==> config.mk <==
export PLATFORM = sky130hd
export DESIGN_NAME = hpef_ctrl
export DESIGN_NICKNAME = d
export VERILOG_FILES = /design/src/hw/rtl/hpef_pkg.sv /design/src/hw/rtl/hpef_ctrl.sv
export SDC_FILE = /design/constraint.sdc
export NUM_CORES = 1
export LEC_CHECK = 0
export BUFFER_PORTS_ARGS = -buffer_cell sky130_fd_sc_hd__buf_2
export CAP_MARGIN = 20
export CELL_PAD_IN_SITES_DETAIL_PLACEMENT = 1
export CELL_PAD_IN_SITES_GLOBAL_PLACEMENT = 2
export CORE_MARGIN = 3
export CORE_UTILIZATION = 35
export CTS_CLUSTER_DIAMETER = 150
export CTS_CLUSTER_SIZE = 12
export DETAILED_ROUTE_END_ITERATION = 8
export PLACE_DENSITY = 0.9
export RECOVER_POWER = 50
export SLEW_MARGIN = 25
export SYNTH_ARGS = -nofsm -noshare
export SYNTH_HDL_FRONTEND = slang
export SYNTH_SLANG_ARGS = --single-unit
==> constraint.sdc <==
create_clock -name i_clk -period 6.1 [get_ports i_clk]
set_clock_uncertainty 0.2 [all_clocks]
set_input_delay 1.22 -clock i_clk [delete_from_list [all_inputs] [get_ports i_clk]]
set_output_delay 1.22 -clock i_clk [all_outputs]
set_load 0.01 [all_outputs]
==> src/hw/rtl/hpef_pkg.sv <==
`default_nettype none
// ----------------------------------------------------------------------------
// Harmonic pair energy and force: shared types and constants
// Beat payloads, configuration register indexes and the command and status
// groups that pass between the controller and the datapath.
// ----------------------------------------------------------------------------
package hpef_pkg;

    typedef struct packed {
        logic signed [31:0] first_x;
        logic signed [31:0] first_y;
        logic signed [31:0] first_z;
        logic signed [31:0] second_x;
        logic signed [31:0] second_y;
        logic signed [31:0] second_z;
        logic [30:0]        spring_constant;
        logic [30:0]        rest_length;
        logic               last_pair;
    } t_in_item;

    typedef struct packed {
        logic signed [63:0] force_x;
        logic signed [63:0] force_y;
        logic signed [63:0] force_z;
        logic signed [63:0] energy_total;
        logic signed [63:0] virial_xx;
        logic signed [63:0] virial_yx;
        logic signed [63:0] virial_yy;
        logic signed [63:0] virial_zx;
        logic signed [63:0] virial_zy;
        logic signed [63:0] virial_zz;
        logic               set_done;
    } t_out_item;

    typedef logic [2:0] t_cfg_index;

    localparam t_cfg_index REG_BOX_X  = 3'd0;
    localparam t_cfg_index REG_BOX_Y  = 3'd1;
    localparam t_cfg_index REG_BOX_Z  = 3'd2;
    localparam t_cfg_index REG_HALF_X = 3'd3;
    localparam t_cfg_index REG_HALF_Y = 3'd4;
    localparam t_cfg_index REG_HALF_Z = 3'd5;

    localparam logic [3:0] AXIS_X = 4'd0;
    localparam logic [3:0] AXIS_Y = 4'd1;
    localparam logic [3:0] AXIS_Z = 4'd2;

    localparam logic [3:0] JOB_KR  = 4'd0;
    localparam logic [3:0] JOB_EN  = 4'd1;
    localparam logic [3:0] JOB_FX  = 4'd2;
    localparam logic [3:0] JOB_FY  = 4'd3;
    localparam logic [3:0] JOB_FZ  = 4'd4;
    localparam logic [3:0] JOB_VXX = 4'd5;
    localparam logic [3:0] JOB_VYX = 4'd6;
    localparam logic [3:0] JOB_VYY = 4'd7;
    localparam logic [3:0] JOB_VZX = 4'd8;
    localparam logic [3:0] JOB_VZY = 4'd9;
    localparam logic [3:0] JOB_VZZ = 4'd10;

    localparam logic [4:0] ROOT_LAST = 5'd31;

    typedef enum logic [3:0] {
        OP_NONE,
        OP_FOLD,
        OP_SQUARE,
        OP_ROOT,
        OP_DIVIDE,
        OP_MUL_LOAD,
        OP_MUL_STEP,
        OP_MUL_DONE,
        OP_EMIT
    } t_op;

    typedef struct packed {
        t_op        op;
        logic [3:0] sel;
        logic [4:0] step;
        logic       first;
        logic       last;
    } t_cmd;

    typedef struct packed {
        logic out_free;
    } t_status;

endpackage
`default_nettype wire

==> src/hw/rtl/hpef_ctrl.sv <==
`default_nettype none
// ----------------------------------------------------------------------------
// Harmonic pair controller
// Sequences folding, squaring, square root, division and the multiply jobs
// of one pair, then hands the result to the output register.
// ----------------------------------------------------------------------------
module hpef_ctrl #(
    parameter int FRACTION_BITS = 16
) (
    input  wire logic              i_clk,
    input  wire logic              i_rst_n,
    input  wire logic              i_in_valid,
    output logic                   o_in_stall,
    output logic                   o_load,
    output hpef_pkg::t_cmd         o_cmd,
    input  wire hpef_pkg::t_status i_status
);

    typedef enum logic [6:0] {
        ST_IDLE     = 7'b0000001,
        ST_FOLD     = 7'b0000010,
        ST_SQUARE   = 7'b0000100,
        ST_ROOT     = 7'b0001000,
        ST_DIVIDE   = 7'b0010000,
        ST_MULTIPLY = 7'b0100000,
        ST_EMIT     = 7'b1000000
    } t_state;

    localparam logic [4:0] PH_LOAD = 5'd0;
    localparam logic [4:0] PH_DONE = 5'd5;
    localparam logic [4:0] DIV_LAST = 5'(FRACTION_BITS);

    t_state     r_state, n_state;
    logic [4:0] r_cnt, n_cnt;
    logic [3:0] r_sel, n_sel;

    always_comb begin
        n_state     = r_state;
        n_cnt       = r_cnt;
        n_sel       = r_sel;
        o_load      = 1'b0;
        o_cmd.op    = hpef_pkg::OP_NONE;
        o_cmd.sel   = r_sel;
        o_cmd.step  = r_cnt;
        o_cmd.first = (r_cnt == 5'd0);
        o_cmd.last  = (r_cnt == DIV_LAST);
        unique case (r_state)
            ST_IDLE: begin
                if (i_in_valid) begin
                    o_load  = 1'b1;
                    n_state = ST_FOLD;
                end
            end
            ST_FOLD: begin
                o_cmd.op = hpef_pkg::OP_FOLD;
                n_sel    = hpef_pkg::AXIS_X;
                n_state  = ST_SQUARE;
            end
            ST_SQUARE: begin
                o_cmd.op = hpef_pkg::OP_SQUARE;
                if (r_sel == hpef_pkg::AXIS_Z) begin
                    n_cnt   = 5'd0;
                    n_state = ST_ROOT;
                end else begin
                    n_sel = r_sel + 4'd1;
                end
            end
            ST_ROOT: begin
                o_cmd.op = hpef_pkg::OP_ROOT;
                n_cnt    = r_cnt + 5'd1;
                if (r_cnt == hpef_pkg::ROOT_LAST) begin
                    n_cnt   = 5'd0;
                    n_sel   = hpef_pkg::AXIS_X;
                    n_state = ST_DIVIDE;
                end
            end
            ST_DIVIDE: begin
                o_cmd.op = hpef_pkg::OP_DIVIDE;
                n_cnt    = r_cnt + 5'd1;
                if (r_cnt == DIV_LAST) begin
                    n_cnt = 5'd0;
                    if (r_sel == hpef_pkg::AXIS_Z) begin
                        n_sel   = hpef_pkg::JOB_KR;
                        n_state = ST_MULTIPLY;
                    end else begin
                        n_sel = r_sel + 4'd1;
                    end
                end
            end
            ST_MULTIPLY: begin
                n_cnt = r_cnt + 5'd1;
                if (r_cnt == PH_LOAD) begin
                    o_cmd.op = hpef_pkg::OP_MUL_LOAD;
                end else if (r_cnt == PH_DONE) begin
                    o_cmd.op = hpef_pkg::OP_MUL_DONE;
                    n_cnt    = 5'd0;
                    if (r_sel == hpef_pkg::JOB_VZZ) begin
                        n_state = ST_EMIT;
                    end else begin
                        n_sel = r_sel + 4'd1;
                    end
                end else begin
                    o_cmd.op   = hpef_pkg::OP_MUL_STEP;
                    o_cmd.step = r_cnt - 5'd1;
                end
            end
            ST_EMIT: begin
                if (i_status.out_free) begin
                    o_cmd.op = hpef_pkg::OP_EMIT;
                    n_state  = ST_IDLE;
                end
            end
            default: begin
                n_state = ST_IDLE;
            end
        endcase
    end

    always_ff @(posedge i_clk) begin
        if (!i_rst_n) begin
            r_state <= ST_IDLE;
            r_cnt   <= '0;
            r_sel   <= '0;
        end else begin
            r_state <= n_state;
            r_cnt   <= n_cnt;
            r_sel   <= n_sel;
        end
    end

    assign o_in_stall = (r_state != ST_IDLE);

endmodule
`default_nettype wire

# Yosys cells after proc, flatten, opt, wreduce, memory -nomap -nowiden
# Cells that the tools add are included.
# W data, S select, Z words.
# classes
addsub	3
n_mul	0
div	0
order_cmp	0
n_eq_ne	24
n_shift	0
n_mux	33
bitwise_logic	0
reduce_logical	6
# op_table
cell	n
$mux W7	9
$pmux W7 S7	1
$mux W5	8
$mux W4	8
$pmux W4 S6	1
$ne A2 B2 Y1 const B	11
$pmux W4 S5	1
$pmux W5 S4	1
$eq A5 B5 Y1 const B	2
$reduce_and A9 Y1	1
$eq A7 B1 Y1 const B	1
$eq A7 B2 Y1 const B	1
$eq A7 B3 Y1 const B	1
$eq A7 B4 Y1 const B	1
$eq A7 B5 Y1 const B	1
$eq A7 B6 Y1 const B	1
$eq A7 B7 Y1 const B	1
$ne A7 B1 Y1 const B	1
$reduce_and A7 Y1	1
$add A5 B1 Y5 const B	1
$eq A5 B3 Y1 const B	1
$logic_not A5 Y1	1
$reduce_bool A5 Y1	1
$sub A5 B1 Y5 const B	1
other kinds (7)	9
# word_totals
reg_bits	16
latch_bits	0
ram_bits	0
mem_bits_ro	0
inputBits	4
output_inout_bits	17
n_memories	0

# Logic depth before layout (Yosys ltp)
# logic_depth
ltp_word	5
ltp_mapped	8
mapped_depth_nobuf	8

# Worst setup path before layout
# Ideal clock, no wire load.
# synth_path
kind	register -> output
startpoint	register r_state[1]
endpoint	output o_cmd[2] in the netlist's numbering
arrival_time_ns	1.743
setup_slack_ns	2.937
stages_incl_launch_ff	7
n_path_buf	1
cell_sequence	dfxtp_1 -> buf_6 -> or3_1 -> or3_1 -> nor2_1 -> nor2_1 -> a21oi_1
# synth_rtl
item	line_no	text
start: declaration	hpef_ctrl.sv:33	t_state r_state, n_state;
start signal: assignment	hpef_ctrl.sv:125	r_state <= n_state;
end: declaration	hpef_ctrl.sv:15	output hpef_pkg::t_cmd o_cmd,

==> results.yml <==
status:
  status: "complete, no violations"
sta:
  setup_ws_ps: 2460
  slew_headroom_pct: 46.8
  hold_viol_final: 0
  post-route-min-period_ps: 3640
  timing.hold.ws_ps: 315
  worstMarginPinSlew_ps: 793
  slew_violations: 0
  setup_viol: 0
  post-route-period-util_pct: 59.6
  fin_tns_setup_ps: 0
  max_freq_mhz: 275
  grt_setup_unrepaired: "no"
routing:
  met1_length_um: 1700
  drcViolationCount: 0
  ant_nets: 0
  dr.max_layer_used: "met4"
  vias_per_cell: 5.71
  wire_per_inst_um: 15.9
  vias: 1302
  routed_wl_um: 3610
  wl_met2_um: 1730
  first_pass_iters: 4
  drt_iter0_drc: 34
  dr_wl_met3_um: 100
die:
  start_util_pct: 37.7
  dieHeight_um: 66.9
  io-pin-count: 21
  core.rowCount: 21
  die_x_um: 66.9
  design.die.area_sq_um: 4480
  coreArea_sq_um: 3440
setup_path:
  reg2reg_depth: 8
  slowest_stage: "or3_1"
  crit_path_start_kind: "flip-flop"
  critPathArrivalTime_ps: 2220
  max_stage_delay_ps: 460
  crit_fanout: 8
  crit_required_ps: 4680
  crit_chain: "or3_1 > or3_1 > nor2_1 > nor2_1 > a21oi_1 > buf_2"
  endpoint_kind: "output pin"
  r2r_start: "r_cnt[0]"
  reg2reg_slack_ps: 3080
  worstSetupPathType: "reg2out"
  rr_endpoint: "r_state[0]"
placed_design:
  place_area_sq_um: 1400
  hpwlAfterDp_um: 2820
  dp_slack_ps: 2750
  place.gp.congestion: 0.842
  port-buffer-count: 20
  dp.cells: 224
logic_synthesis:
  syn_inst: 167
  avgSynthCellArea_sq_um: 7.78
  syn_nets: 178
  synth_warnings: 0
  yosys.area.top_type: "dfxtp_1"
  synth-edff-count: 0
  synth_most_common_cell: "nor2_1"
  synthArstFlopShare_pct: 0
  synth.top_cells.by_count: "19 x nor2_1, 16 x dfxtp_1, 13 x o21ai_0"
  synth_cell_types: 49
  synth_top_area_share_pct: 24.7
  synth.yosys.seq_area_share_pct: 24.7
  ys_ff_latch: 16
  synthTopCellsByArea: "dfxtp_1 25%, ha_1 6.7%, nor2_1 5.5%"
  netlist_area_sq_um: 1300
  synth_top_flop_cell: "dfxtp_1"
clock_network:
  clockBufferDepth: 2
  cts_made_buffers: 3
  postCtsSetupBuffers: 0
  clk_latency_ps: 250
  clockRootBuffer: "clkbuf_8"
  path_clk_slew_ps: 70
  cts_tree: "yes"
  cts_resized: 0
  htree_levels: 1
  cts_sinks: 16
  cts_hold_buffers: 0
worst_hold_path:
  min_path_type: "reg2reg"
  holdPathEnd: "r_sel[1]"
  hp-start: "r_sel[1]"
  whs_path_depth: 2
global_route:
  grt_pass1_wl_um: 6390
  grt_max_degree: 13
  antenna_found_initial: 0
  gr-total-overflow: 0
  grt_usage_pct: 18.7
  grt_pass1_vias: 1312
power:
  p_per_area_nw_per_um2: 200
  finalPower_uw: 286
  irDropWorstVdd_mv: 0.118
  leakagePower_nw: 0.584
finish:
  utilization_pct: 41.6
  area_delta_synth_final_pct: 10.3
  nets: 194
  final_cell_area_sq_um: 1430
  fin_cells: 228
  num_antenna_cells: 0
  drive_gt1_share_pct: 15.9
run:
  maxCapViolCount: 0
-- flip-flops by register name, indices dropped and copies added, names as in the netlist --
register,cells
r_state,7
r_sel,4
r_cnt,5
-- report_power, final --
part / leakage, nW / internal (mW) / switching [mW]
sequential: 0.129 / 0.109 / 0.00668
combinational: 0.426 / 0.0268 / 0.0467
clock: 0.0288 / 0.0574 / 0.0397
-- worst max-delay path: cells and delay by family (launching register included) --
kind | cells | cell delay [ps]
flip-flops | 1 | 380
AO/OA/AOI/OAI | 1 | 110
AND/OR/NAND/NOR | 4 | 1330
buffers and inverters | 1 | 140
-- cell families after synthesis --
| kind of cell | Yosys count | share of synthesized area (%) |
|---|---|---|
| simple gates | 77 | 34.3 |
| xor+xnor | 3 | 2.02 |
| compound gates | 44 | 24.4 |
| flops | 16 | 24.7 |
| fa+ha+maj | 7 | 6.74 |
| mux | 1 | 0.771 |
| buf+inv | 19 | 7.13 |
-- cells in the final DEF (no fill, tap or decap), types with 2 or more instances in the layout --
cell type   n
a211oi_1    2
a21oi_1    10
a31oi_1     2
and3_1      3
buf_2      15
clkbuf_1    5
clkbuf_8    4
dfxtp_1    16
ha_1        7
inv_1       9
nand2_1    11
nand2b_1    3
nand3_1     5
nand3b_1    3
nor2_1     19
nor2b_1     3
nor3_1      4
nor4_1      4
nor4b_1     2
o211ai_1    4
o21a_1      3
o21ai_0    13
or3_1       8
xnor2_1     2
-- cell type report --
class	count	area [sq um]
Multi-Input combinational cell	132	868
Sequential cell	16	320
Tap cell	46	57.6
Clock buffer	4	55.1
Inverter	10	37.5
Timing Repair Buffer	20	93.8
Fill cell	440	2010
-- worst max-delay path by stage --
stage / slack, ps / from / cells past startpoint / end
2_1_floorplan: 2940 / r_state[1] / 6 / o_cmd[2]
3_5_place_dp: 2750 / r_state[1] / 6 / o_cmd[2]
4_1_cts: 2470 / r_state[1] / 6 / o_cmd[2]
6_report: 2460 / r_state[1] / 6 / o_cmd[2]
5_1_grt: 2280 / r_state[1] / 6 / o_cmd[3]
3_3_place_gp: 2790 / r_state[1] / 6 / o_cmd[2]
-- per-layer routing --
layer	vias to the layer above	GRT usage (%)
li1	636	-
met1	642	23.8
met2	17	30.8
met3	7	2.53
met4	0	8.86
met5	-	0
Power figures use the tool's default switching activity.
